`src/rtl/core/fstg_pkg.sv`:
```
// fstg_pkg: shared widths, register indexes, reset values and the sine
// quarter-wave generator for the faded sine tone generator.
// No dependencies.
package fstg_pkg;

	localparam int PHASE_W    = 32;
	localparam int NOTE_LEN_W = 20;
	localparam int AMP_W      = 15;
	localparam int SMAG_W     = 15;
	localparam int FRAC_W     = 15;
	localparam int SAMPLE_W   = 16;
	localparam int CFG_DATA_W = 32;
	localparam int CFG_IDX_W  = 2;

	localparam int FADE_LEN_DEF        = 50;
	localparam int SINE_TABLE_BITS_DEF = 10;
	localparam int INDEX_BITS_DEF      = 20;

	typedef logic [CFG_IDX_W-1:0] cfg_idx_t;

	localparam cfg_idx_t REG_PHASE_INC = 2'd0;
	localparam cfg_idx_t REG_NOTE_LEN  = 2'd1;
	localparam cfg_idx_t REG_AMPLITUDE = 2'd2;

	localparam logic [PHASE_W-1:0]    PHASE_INC_RST = 32'd118111601;
	localparam logic [NOTE_LEN_W-1:0] NOTE_LEN_RST  = 20'd1600;
	localparam logic [AMP_W-1:0]      AMP_RST       = 15'd8000;

	localparam logic [63:0] HALF_PI_Q30 = 64'd1686629713;

	// q30 taylor series of sin over the first quarter, rounded to q15
	function automatic logic [SMAG_W-1:0] sine_quarter(input int unsigned k,
			input int unsigned tbits);
		logic [63:0]        x;
		logic [63:0]        x2;
		logic [63:0]        term;
		logic [63:0]        v;
		logic signed [63:0] sum;
		x    = (64'(k) * HALF_PI_Q30) >> (tbits - 2);
		x2   = (x * x) >> 30;
		term = x;
		sum  = signed'(x);
		term = ((term * x2) >> 30) / 64'd6;
		sum  = sum - signed'(term);
		term = ((term * x2) >> 30) / 64'd20;
		sum  = sum + signed'(term);
		term = ((term * x2) >> 30) / 64'd42;
		sum  = sum - signed'(term);
		term = ((term * x2) >> 30) / 64'd72;
		sum  = sum + signed'(term);
		term = ((term * x2) >> 30) / 64'd110;
		sum  = sum - signed'(term);
		term = ((term * x2) >> 30) / 64'd156;
		sum  = sum + signed'(term);
		if (sum < 0) begin
			sum = '0;
		end
		v = (unsigned'(sum) * 64'd32767 + (64'd1 << 29)) >> 30;
		if (v > 64'd32767) begin
			v = 64'd32767;
		end
		return v[SMAG_W-1:0];
	endfunction

endpackage

```
`src/rtl/core/fstg_smul.sv`:
```
// fstg_smul: shift-add multiplier, one multiplier bit per cycle.
// No package dependencies.
module fstg_smul #(
	parameter int AW = 30,
	parameter int BW = 15
) (
	input  logic          clk,
	input  logic          arst_n,
	input  logic          start,
	input  logic [AW-1:0] a,
	input  logic [BW-1:0] b,
	output logic [AW+BW-1:0] prod,
	output logic          done
);

	localparam int CW = $clog2(BW + 1);

	logic [AW-1:0]    a_q;
	logic [AW+BW-1:0] acc_q;
	logic [CW-1:0]    cnt_q;
	logic             busy_q;
	logic             done_q;
	logic [AW:0]      sum;

	assign sum = {1'b0, acc_q[AW+BW-1:BW]} + (acc_q[0] ? {1'b0, a_q} : {(AW + 1){1'b0}});

	always_ff @(posedge clk or negedge arst_n) begin
		if (!arst_n) begin
			busy_q <= 1'b0;
			done_q <= 1'b0;
			cnt_q  <= '0;
		end else begin
			done_q <= 1'b0;
			if (start) begin
				busy_q <= 1'b1;
				cnt_q  <= CW'(BW);
			end else if (busy_q) begin
				cnt_q <= cnt_q - CW'(1);
				if (cnt_q == CW'(1)) begin
					busy_q <= 1'b0;
					done_q <= 1'b1;
				end
			end
		end
	end

	always_ff @(posedge clk) begin
		if (start) begin
			a_q   <= a;
			acc_q <= {{AW{1'b0}}, b};
		end else if (busy_q) begin
			acc_q <= {sum, acc_q[BW-1:1]};
		end
	end

	assign prod = acc_q;
	assign done = done_q;

endmodule

```
`src/rtl/core/fstg_sdiv.sv`:
```
// fstg_sdiv: restoring divider by a fixed divisor, one quotient bit per cycle.
// No package dependencies.
module fstg_sdiv #(
	parameter int NW      = 30,
	parameter int DIVISOR = 50
) (
	input  logic          clk,
	input  logic          arst_n,
	input  logic          start,
	input  logic [NW-1:0] num,
	output logic [NW-1:0] quo,
	output logic          done
);

	localparam int RW = $clog2(DIVISOR + 1) + 1;
	localparam int CW = $clog2(NW + 1);

	logic [RW-1:0] rem_q;
	logic [NW-1:0] sh_q;
	logic [CW-1:0] cnt_q;
	logic          busy_q;
	logic          done_q;
	logic [RW-1:0] trial;
	logic          qbit;

	assign trial = {rem_q[RW-2:0], sh_q[NW-1]};
	assign qbit  = (trial >= RW'(DIVISOR));

	always_ff @(posedge clk or negedge arst_n) begin
		if (!arst_n) begin
			busy_q <= 1'b0;
			done_q <= 1'b0;
			cnt_q  <= '0;
		end else begin
			done_q <= 1'b0;
			if (start) begin
				busy_q <= 1'b1;
				cnt_q  <= CW'(NW);
			end else if (busy_q) begin
				cnt_q <= cnt_q - CW'(1);
				if (cnt_q == CW'(1)) begin
					busy_q <= 1'b0;
					done_q <= 1'b1;
				end
			end
		end
	end

	always_ff @(posedge clk) begin
		if (start) begin
			rem_q <= '0;
			sh_q  <= num;
		end else if (busy_q) begin
			rem_q <= qbit ? (trial - RW'(DIVISOR)) : trial;
			sh_q  <= {sh_q[NW-2:0], qbit};
		end
	end

	assign quo  = sh_q;
	assign done = done_q;

endmodule

```
`src/rtl/core/faded_sine_tone_generator_unit.sv`:
```
// faded_sine_tone_generator_unit: dds sine tone with linear fade in and out.
// Depends on fstg_pkg, fstg_smul and fstg_sdiv.
//
//   channel  signals                              direction
//   cfg      cfg_we cfg_index cfg_data            write in
//   in       in_valid in_stall start_req          sample tick in
//   out      out_valid out_stall sample last idle sample out
//
// A playing sample runs two 15-step passes of the serial multiplier and a
// 30-step serial divide by the fade length, framed by control states. An idle
// tick skips the multiplier and divider. One tick is in work at a time.
// Reset loads the register defaults and leaves the note ended until a start.
// Ticks are taken while a result waits in the output; a stall there holds S_FIN.
module faded_sine_tone_generator_unit #(
	parameter int FADE_LEN        = fstg_pkg::FADE_LEN_DEF,
	parameter int SINE_TABLE_BITS = fstg_pkg::SINE_TABLE_BITS_DEF,
	parameter int INDEX_BITS      = fstg_pkg::INDEX_BITS_DEF
) (
	input  logic                                 clk,
	input  logic                                 arst_n,
	input  logic                                 cfg_we,
	input  fstg_pkg::cfg_idx_t                   cfg_index,
	input  logic [fstg_pkg::CFG_DATA_W-1:0]      cfg_data,
	input  logic                                 in_valid,
	output logic                                 in_stall,
	input  logic                                 start_req,
	output logic                                 out_valid,
	input  logic                                 out_stall,
	output logic signed [fstg_pkg::SAMPLE_W-1:0] sample,
	output logic                                 last,
	output logic                                 idle
);

	localparam int STB     = SINE_TABLE_BITS;
	localparam int IW      = INDEX_BITS;
	localparam int QUARTER = 1 << (STB - 2);
	localparam int TIW     = STB - 1;
	localparam int QW      = (QUARTER + 1) * fstg_pkg::SMAG_W;
	localparam int WW      = $clog2(FADE_LEN + 1);
	localparam int BW      = (WW > fstg_pkg::SMAG_W) ? WW : fstg_pkg::SMAG_W;
	localparam int MW      = fstg_pkg::AMP_W + fstg_pkg::SMAG_W;
	localparam int PW      = MW + BW;
	localparam int NQ      = PW - fstg_pkg::FRAC_W;
	localparam int LW      = (IW > fstg_pkg::NOTE_LEN_W) ? IW : fstg_pkg::NOTE_LEN_W;
	localparam int EW      = LW + 1;

	function automatic logic [QW-1:0] build_qtab();
		logic [QW-1:0] t;
		t = '0;
		for (int k = 0; k <= QUARTER; k++) begin
			t[k*fstg_pkg::SMAG_W +: fstg_pkg::SMAG_W] =
				fstg_pkg::sine_quarter(int'(k), int'(STB));
		end
		return t;
	endfunction

	localparam logic [QW-1:0] QTAB = build_qtab();

	typedef enum logic [2:0] {
		S_IDLE, S_MUL1, S_WAIT1, S_MUL2, S_WAIT2, S_DIV, S_WAIT3, S_FIN
	} state_t;

	state_t state_q;

	logic [fstg_pkg::PHASE_W-1:0]    phase_inc_q;
	logic [fstg_pkg::NOTE_LEN_W-1:0] note_len_q;
	logic [fstg_pkg::AMP_W-1:0]      amp_q;

	logic [IW-1:0]                   idx_q;
	logic [fstg_pkg::PHASE_W-1:0]    phase_q;
	logic                            done_q;

	logic [WW-1:0]                   w_q;
	logic [fstg_pkg::SMAG_W-1:0]     s_mag_q;
	logic                            s_neg_q;
	logic [fstg_pkg::SAMPLE_W-1:0]   res_sample_q;
	logic                            res_last_q;
	logic                            res_idle_q;

	logic                            out_valid_q;
	logic [fstg_pkg::SAMPLE_W-1:0]   sample_q;
	logic                            last_q;
	logic                            idle_q;

	// next-tick view of the note state
	logic [IW-1:0]                   idx_n;
	logic [fstg_pkg::PHASE_W-1:0]    ph_n;
	logic                            done_n;
	logic [LW-1:0]                   len_x;
	logic [IW-1:0]                   len_eff;
	logic                            play_idle;
	logic [EW-1:0]                   i_x;
	logic [EW-1:0]                   len_e;
	logic [EW-1:0]                   f_x;
	logic [WW-1:0]                   w_n;
	logic                            last_n;
	logic [STB-1:0]                  tp;
	logic [1:0]                      quad;
	logic [STB-3:0]                  r;
	logic [TIW-1:0]                  ti;
	logic [fstg_pkg::SMAG_W-1:0]     s_mag_n;

	logic                            mul_start;
	logic [MW-1:0]                   mul_a;
	logic [BW-1:0]                   mul_b;
	logic [PW-1:0]                   mul_prod;
	logic                            mul_done;
	logic                            div_start;
	logic [NQ-1:0]                   div_quo;
	logic                            div_done;
	logic [fstg_pkg::SAMPLE_W-1:0]   mag16;

	always_ff @(posedge clk or negedge arst_n) begin
		if (!arst_n) begin
			phase_inc_q <= fstg_pkg::PHASE_INC_RST;
			note_len_q  <= fstg_pkg::NOTE_LEN_RST;
			amp_q       <= fstg_pkg::AMP_RST;
		end else if (cfg_we) begin
			unique case (cfg_index)
				fstg_pkg::REG_PHASE_INC: phase_inc_q <= cfg_data;
				fstg_pkg::REG_NOTE_LEN:  note_len_q <= cfg_data[fstg_pkg::NOTE_LEN_W-1:0];
				fstg_pkg::REG_AMPLITUDE: amp_q <= cfg_data[fstg_pkg::AMP_W-1:0];
				default: ;
			endcase
		end
	end

	always_comb begin
		idx_n     = start_req ? '0 : idx_q;
		ph_n      = start_req ? '0 : phase_q;
		done_n    = start_req ? 1'b0 : done_q;
		len_x     = LW'(note_len_q);
		len_eff   = (len_x > LW'({IW{1'b1}})) ? {IW{1'b1}} : IW'(len_x);
		play_idle = done_n || (idx_n >= len_eff);
		i_x       = EW'(idx_n);
		len_e     = EW'(len_eff);
		f_x       = EW'(FADE_LEN);
		if (i_x < f_x) begin
			w_n = WW'(i_x);
		end else if ((i_x + f_x) > len_e) begin
			w_n = WW'(len_e - i_x);
		end else begin
			w_n = WW'(FADE_LEN);
		end
		last_n  = ((i_x + EW'(1)) == len_e);
		tp      = ph_n[fstg_pkg::PHASE_W-1 -: STB];
		quad    = tp[STB-1 -: 2];
		r       = tp[STB-3:0];
		ti      = quad[0] ? (TIW'(QUARTER) - {1'b0, r}) : {1'b0, r};
		s_mag_n = QTAB[ti*fstg_pkg::SMAG_W +: fstg_pkg::SMAG_W];
	end

	assign mul_start = (state_q == S_MUL1) || (state_q == S_MUL2);
	assign mul_a     = (state_q == S_MUL1) ? MW'(amp_q) : mul_prod[MW-1:0];
	assign mul_b     = (state_q == S_MUL1) ? BW'(s_mag_q) : BW'(w_q);
	assign div_start = (state_q == S_DIV);
	assign mag16     = {1'b0, div_quo[fstg_pkg::SMAG_W-1:0]};

	fstg_smul #(
		.AW (MW),
		.BW (BW)
	) u_mul (
		.clk    (clk),
		.arst_n (arst_n),
		.start  (mul_start),
		.a      (mul_a),
		.b      (mul_b),
		.prod   (mul_prod),
		.done   (mul_done)
	);

	fstg_sdiv #(
		.NW      (NQ),
		.DIVISOR (FADE_LEN)
	) u_div (
		.clk    (clk),
		.arst_n (arst_n),
		.start  (div_start),
		.num    (mul_prod[PW-1:fstg_pkg::FRAC_W]),
		.quo    (div_quo),
		.done   (div_done)
	);

	always_ff @(posedge clk or negedge arst_n) begin
		if (!arst_n) begin
			state_q      <= S_IDLE;
			idx_q        <= '0;
			phase_q      <= '0;
			done_q       <= 1'b1;
			w_q          <= '0;
			s_mag_q      <= '0;
			s_neg_q      <= 1'b0;
			res_sample_q <= '0;
			res_last_q   <= 1'b0;
			res_idle_q   <= 1'b0;
			out_valid_q  <= 1'b0;
			sample_q     <= '0;
			last_q       <= 1'b0;
			idle_q       <= 1'b0;
		end else begin
			if (out_valid_q && !out_stall) begin
				out_valid_q <= 1'b0;
			end
			unique case (state_q)
				S_IDLE: begin
					if (in_valid) begin
						if (play_idle) begin
							idx_q        <= idx_n;
							phase_q      <= ph_n;
							done_q       <= 1'b1;
							res_sample_q <= '0;
							res_last_q   <= 1'b0;
							res_idle_q   <= 1'b1;
							state_q      <= S_FIN;
						end else begin
							idx_q      <= idx_n + IW'(1);
							phase_q    <= ph_n + phase_inc_q;
							done_q     <= last_n;
							w_q        <= w_n;
							s_mag_q    <= s_mag_n;
							s_neg_q    <= quad[1];
							res_last_q <= last_n;
							res_idle_q <= 1'b0;
							state_q    <= S_MUL1;
						end
					end
				end
				S_MUL1: state_q <= S_WAIT1;
				S_WAIT1: begin
					if (mul_done) begin
						state_q <= S_MUL2;
					end
				end
				S_MUL2: state_q <= S_WAIT2;
				S_WAIT2: begin
					if (mul_done) begin
						state_q <= S_DIV;
					end
				end
				S_DIV: state_q <= S_WAIT3;
				S_WAIT3: begin
					if (div_done) begin
						res_sample_q <= s_neg_q ? (16'd0 - mag16) : mag16;
						state_q      <= S_FIN;
					end
				end
				S_FIN: begin
					if (!out_valid_q || !out_stall) begin
						out_valid_q <= 1'b1;
						sample_q    <= res_sample_q;
						last_q      <= res_last_q;
						idle_q      <= res_idle_q;
						state_q     <= S_IDLE;
					end
				end
			endcase
		end
	end

	assign in_stall  = (state_q != S_IDLE);
	assign out_valid = out_valid_q;
	assign sample    = sample_q;
	assign last      = last_q;
	assign idle      = idle_q;

	a_mul_done_in_wait: assert property (@(posedge clk) disable iff (!arst_n)
		mul_done |-> (state_q == S_WAIT1 || state_q == S_WAIT2))
		else $error("multiplier finished outside a wait state");

	a_div_done_in_wait: assert property (@(posedge clk) disable iff (!arst_n)
		div_done |-> (state_q == S_WAIT3))
		else $error("divider finished outside its wait state");

	a_ended_goes_idle: assert property (@(posedge clk) disable iff (!arst_n)
		(in_valid && !in_stall && !start_req && done_q) |=> (state_q == S_FIN))
		else $error("tick after note end did not produce an idle result");

	a_load_from_fin: assert property (@(posedge clk) disable iff (!arst_n)
		$rose(out_valid_q) |-> ($past(state_q) == S_FIN))
		else $error("output register loaded outside the finish state");

endmodule
```
`config.mk`:
```
export PLATFORM = sky130hd
export DESIGN_NAME = faded_sine_tone_generator_unit
export DESIGN_NICKNAME = d
export VERILOG_FILES = /design/src/rtl/core/fstg_pkg.sv /design/src/rtl/core/fstg_smul.sv /design/src/rtl/core/fstg_sdiv.sv /design/src/rtl/core/faded_sine_tone_generator_unit.sv
export SDC_FILE = /design/constraint.sdc
export NUM_CORES = 1
export LEC_CHECK = 0
export BUFFER_PORTS_ARGS = -buffer_cell sky130_fd_sc_hd__buf_2
export CORE_MARGIN = 2
export CORE_UTILIZATION = 40
export DETAILED_ROUTE_END_ITERATION = 7
export GPL_TIMING_DRIVEN = 0
export PLACE_DENSITY_LB_ADDON = 0.12
export REMOVE_ABC_BUFFERS = 1
export SLEW_MARGIN = 20
export SYNTH_ARGS = -nofsm -noshare
export SYNTH_HDL_FRONTEND = slang
export SYNTH_SLANG_ARGS = --single-unit
```
`constraint.sdc`:
```
create_clock -name clk -period 5.4 [get_ports clk]
set_clock_uncertainty 0.1 [all_clocks]
set_input_delay 0.54 -clock clk [delete_from_list [all_inputs] [get_ports clk]]
set_output_delay 0.54 -clock clk [all_outputs]
set_load 0.1 [all_outputs]
```
Word level (Yosys, flattened, before mapping)
Cells that the tools add are included.
{"block": "totals", "output_inout_bits": 20, "reg_bits": 306, "input_bits": 40, "word_cells": 137}
{"block": "op_classes", "reduce_logical": 20, "add_sub_neg": 11, "mul": 1, "n_eq_ne": 18, "n_lt_le_gt_ge": 5, "n_shift": 1, "muxes": 51, "n_bitwise": 1}
{"op": "$shiftx A3855 B14 Y15 const A", "count": 1}
{"op": "$mux W30", "count": 3}
{"op": "$mux W16", "count": 4}
{"op": "$mux W32", "count": 2}
{"op": "$mux W15", "count": 4}
{"op": "$mux W20", "count": 3}
{"op": "$add A32 B32 Y32", "count": 1}
{"op": "$pmux W16 S2", "count": 1}
{"op": "$add A30 B30 Y31", "count": 1}
{"op": "$pmux W3 S8", "count": 1}
{"op": "$add A20 B1 Y21 const B", "count": 1}
{"op": "$add A20 B6 Y21 const B", "count": 1}
{"op": "$eq A21 B20 Y1", "count": 1}
{"op": "$gt A21 B20 Y1", "count": 1}
{"op": "$add A20 B1 Y20 const B", "count": 1}
{"op": "$ge A20 B20 Y1", "count": 1}
{"op": "$gt A20 B20 Y1 const B", "count": 1}
{"op": "$lt A20 B6 Y1 const B", "count": 1}
{"op": "$mux W1", "count": 19}
{"op": "$mux W3", "count": 6}
{"op": "$mux W6", "count": 3}
{"op": "$sub A1 B15 Y16 const A", "count": 1}
{"op": "$mul A9 B4 Y13 const B", "count": 1}
{"op": "$eq A3 B3 Y1 const B", "count": 4}
{"op": "29 further kinds", "count": 45}

Logic depth before layout (Yosys ltp)
{"block": "logic_depth", "depth_word": 7, "depth_mapped": 20, "mapped_depth_nobuf": 19}

By module
Synthesis repeated with hierarchy kept, for this count alone.
{"block": "unflattened", "hier_cells": 2655, "area_unflattened_um2": 23403.7}
{"module": "faded_sine_tone_generator_unit", "area_per_inst_um2": 16898.7, "cells_each": 2070, "n_inst": 1}
{"module": "fstg_smul", "area_per_inst_um2": 4556.9, "cells_each": 448, "n_inst": 1}
{"module": "fstg_sdiv", "area_per_inst_um2": 1948.1, "cells_each": 137, "n_inst": 1}

Worst setup path after synthesis
Ideal clock, no wire load.
{"block": "synth_timing", "path_type": "input to register", "from": "input start_req", "to": "register phase_q[31] (netlist name)", "path_slack_ns": 0.949, "cell_stages": 19, "required_time_ns": 5.160, "t_arrival_ns": 4.212, "setup_time_ns": 0.140, "path_cell_list": "buf_2 > buf_2 > buf_2 > buf_1 > clkbuf_1 > clkbuf_1 > nor2b_1 > ha_1 > a211oi_1 > o21ai_0 > a221oi_1 > o21ai_0 > or3_1 > nand3_1 > a21oi_1 > nor3_1 > nand3b_1 > mux2i_1 > o311ai_1"}
{"block": "synth_via", "elab_chain_len": 4, "elab_cells_between_ends": 7, "classes_between": "add/sub: 1; order compare: 1; mux: 4; reduce/logical: 1"}
{"item": "start, declared", "line_no": "faded_sine_tone_generator_unit.sv:26", "source": "input logic start_req,"}
{"item": "branches (longest 3 deep; another with $add A32 B32 Y32)"}
{"item": "$mux W32 *", "line_no": "faded_sine_tone_generator_unit.sv:207", "source": "if (play_idle) begin"}
{"item": "end signal, assigned", "line_no": "faded_sine_tone_generator_unit.sv:209", "source": "phase_q <= ph_n;"}
{"item": "end signal, assigned", "line_no": "faded_sine_tone_generator_unit.sv:217", "source": "phase_q <= ph_n + phase_inc_q;"}
{"item": "end, declared", "line_no": "faded_sine_tone_generator_unit.sv:70", "source": "logic [fstg_pkg::PHASE_W-1:0] phase_q;"}
Every way passes the cells marked *.
A chain may end at the register's enable or synchronous reset.

Final worst setup path
{"block": "layout_timing", "from": "input start_req", "to": "register s_mag_q[3] (netlist name)"}
{"block": "layout_via", "elab_chain_len": 5, "elab_cells_between_ends": 11, "classes_between": "add/sub: 1; mul: 1; order compare: 1; shift: 1; mux: 4; bitwise: 1; reduce/logical: 2"}
{"item": "$mux W32 or $mux W20 (tied branches)", "line_no": "faded_sine_tone_generator_unit.sv:130, faded_sine_tone_generator_unit.sv:129"}
{"item": "$sub A9 B8 Y9 or $ge A20 B20 Y1 (tied branches)", "line_no": "faded_sine_tone_generator_unit.sv:149, faded_sine_tone_generator_unit.sv:134"}
{"item": "$mux W9 or $logic_or A1 B1 Y1 (tied branches)", "line_no": "faded_sine_tone_generator_unit.sv:149, faded_sine_tone_generator_unit.sv:134"}
{"item": "$mul A9 B4 Y13 or $not A1 Y1 (tied branches)"}
{"item": "$shiftx A3855 B14 Y15 or $reduce_and A3 Y1 (tied branches)"}
{"item": "end signal, assigned", "line_no": "faded_sine_tone_generator_unit.sv:220", "source": "s_mag_q <= s_mag_n;"}
{"item": "end, declared", "line_no": "faded_sine_tone_generator_unit.sv:74", "source": "logic [fstg_pkg::SMAG_W-1:0] s_mag_q;"}
Several ways; a longest one is shown, not always the timed one.

==> impl_metrics.ini <==
[timing]
fin_ws_ns = 0.104
worst_pin_slew_ns = 1.09
slew_headroom = 0.273
max_freq_mhz = 189
drv_slew = 0
finalCriticalPeriod_ns = 5.30
hold_viol_final = 0
holdWs_ns = 0.125
rsz0062_at_grt = false
finalCritPeriodShare = 0.981
setup_viol = 0

[synth]
ys_seq_elements = 306
synth_edf_count = 75
seq_area_frac_synth = 0.354
yosys.area_share.xor_xnor = 0.0549
synth_top_family_by_area = compound AO/OA/AOI/OAI gates
synth-main-ff-cell = dfrtp_1
syn_area_sq_um = 22300
yosys.area_share.simple = 0.182
synth_top_area_cell = dfrtp_1
synth.most_common_cell = nand2_1
synth_fa_ha_area_frac = 0.0761
muxShareOfSynthArea = 0.0735
synth_compound_area_frac = 0.211
yosysWarnings = 0
syn_avg_cell_area_sq_um = 8.61
ys_async_sr_fraction = 0.637
synth_area_leaders = dfrtp_1 (19%), edfxtp_1 (10%), ha_1 (7.3%)
synth_top_area_frac = 0.192
synth.top_cells.by_count = nand2_1 (350), nor2_1 (194), o21ai_0 (188)
synthCells = 2591
synth_cell_types = 92

[critical_path]
path_max_fanout = 47
required_ns = 5.73
critical_path.cell_chain = buf_6 > buf_16 > inv_6 > nand2_4 > ha_1 > nand2_1 > a21oi_4 > inv_2 > ha_1 > nand2_1 > and3_1 > a211oi_1 > a311oi_1 > a211oi_1 > a311oi_1 > o32a_1
critPathMaxStageDelay_ns = 0.79
setup.worst_path.end_class = flip-flop
crit_slowest_cell = ha_1
crit_buf_inv = 4
worst_setup_path_start_kind = input port
path_class = in -> reg
arrival_ns = 5.62
critical-path-top-delay-family = compound AO/OA/AOI/OAI gates

[cells_and_area]
final_nets = 2719
drive_above_1_share = 0.139
utilization = 0.451
fin_cells = 3322
syn_to_final_growth_pct = 11.3
fillers = 5408
antennaDiodeCount = 0

[drt]
remaining_drc_errors = 0
postRouteAntennaNets = 0
num_vias = 19749
routed_via_density = 5.94
drt_first_pass_iters = 5
wirelength_microns = 73300
wire_per_inst_microns = 22.1
drt_iter0_markers = 2195

[global_routing]
grt_pass1_wl_microns = 115000
grt_start_max_net_pins = 96
grtUsageTotal = 0.256
grt_pass1_vias = 19285
grt_antenna_before_repair = 3
overflow = 0

[placed_design]
place.gp.congestion = 0.948
port_buffers = 59
dp_cells = 3248
dp_hpwl_microns = 51900
dp_slack_ns = -2.09

[run]
cap_violations = 0

[clocking]
clk_pin_slew_worst_paths_ns = 0.06
clock_latency_ns = 0.56
h-tree-depth = 2
numCtsBuffers = 36
cts_buffer_depth = 3
tritoncts = yes
cts-root-buf = clkbuf_16
clock-sinks = 306

[min_path]
min_path_type = in -> reg

[power_and_ir_drop]
p_leak_nw = 10.3
cellPowerDensity_nw_per_um2 = 224
ir_drop_mv = 0.395

[floorplan]
initial_core_util = 0.405
die_y_microns = 240
coreArea_sq_um = 55100
ioPinCount = 60
die_w_microns = 240
row_count = 86
dieArea_sq_um = 57600

[status]
status = completed
[power breakdown]
group | internal, W | switching [W]
Clock | 0.00145 | 0.00102
Combinational | 0.000247 | 0.000286
Sequential | 0.00248 | 0.0000798
Total | 0.00418 | 0.00139
[cell type report]
type                    instances  area (sq um)  share of cell area
inverters                      73           290              0.0117
multi-input cells            2028         13500               0.545
clock inverters                20           238             0.00958
well taps                     748           936              0.0377
clock buffers                  46           948              0.0382
flip-flops and latches        306          7890               0.318
repair buffers                101           985              0.0397
[final timing paths]
check                               start         endpoint  slack (ns)  cells past startpoint
max                             start_req       s_mag_q[3]        0.10                     16
min reg2reg                u_div.rem_q[5]   u_div.rem_q[5]        0.36                      2
min                          cfg_data[21]  phase_inc_q[21]        0.12                      2
max reg2reg                   phase_q[22]       s_mag_q[3]        0.25                     13
min in group asynchronous          arst_n        sample[3]        0.32                      2
max in group asynchronous          arst_n         len_x[9]        3.68                      4
[logic make-up (layout without fill, tap and decap cells)]
logic type | Yosys count | in the layout
simple gates | 874 | 875
compound gates | 732 | 733
flops | 306 | 306
buf+inv | 259 | 240
mux | 147 | 147
xor+xnor | 139 | 139
fa+ha+maj | 134 | 134
[cells in the final DEF (no fill, tap or decap), types with 14 or more instances in the layout]
cell,count
nand2_1,345
o21ai_0,188
nor2_1,186
dfrtp_1,169
a21oi_1,160
ha_1,126
mux2_2,103
xnor2_1,82
edfxtp_1,75
inv_1,66
nand3_1,64
nor2b_1,62
buf_2,58
a21o_1,56
xor2_1,53
a31oi_1,44
nor3_1,44
mux2i_1,41
and2_1,39
clkbuf_16,36
dfxtp_1,36
a211oi_1,34
o31ai_1,30
o211ai_1,26
dfstp_2,24
o22ai_1,20
o311ai_0,15
nand4_1,14
nand3b_1,14
[flip-flops by register name, summed over array words and instances (netlist names), 3 cells and up]
register,count
amp_q,15
idx_q,20
len_x,20
phase_inc_q,32
phase_q,32
res_sample_q,16
s_mag_q,15
sample,16
state_q,3
u_div.cnt_q,5
u_div.quo,30
u_div.rem_q,6
u_mul.a_q,30
u_mul.cnt_q,4
u_mul.prod,45
w_q,6
[what timing repair did]
| action | CTS | global route |
|---|---|---|
| cloned | 2 | 0 |
| pin swaps | 2 | 1 |
| gates resized for setup | 12 | 8 |
| hold buffers | 1 | 0 |
| setup endpoints to repair | 21 | 14 |
| hold endpoints to repair | 30 | 0 |
| setup buffers | 2 | 3 |
[through the flow]
| step | power [W] | area, sq um | TNS (ns) |
|---|---|---|---|
| global route | 0.00581 | 24800 | 0 |
| floorplan | 0.00294 | 21500 | -12.63 |
| detailed placement | 0.00313 | 23500 | -30.16 |
| CTS | 0.00565 | 24800 | 0 |
| global placement | 0.00311 | 22700 | -278.17 |
| finish | 0.00556 | 24800 | 0 |
[metal layers]
layer | routed length, microns | vias up | global-route usage
met2 | 32400 | 734 | 0.398
met1 | 33500 | 9601 | 0.358
met4 | 1960 | 2 | 0.0762
li1 | - | 9269 | -
met5 | 13 | - | 0
met3 | 5430 | 143 | 0.0504
Note: power is estimated with default switching activity, not from simulation.
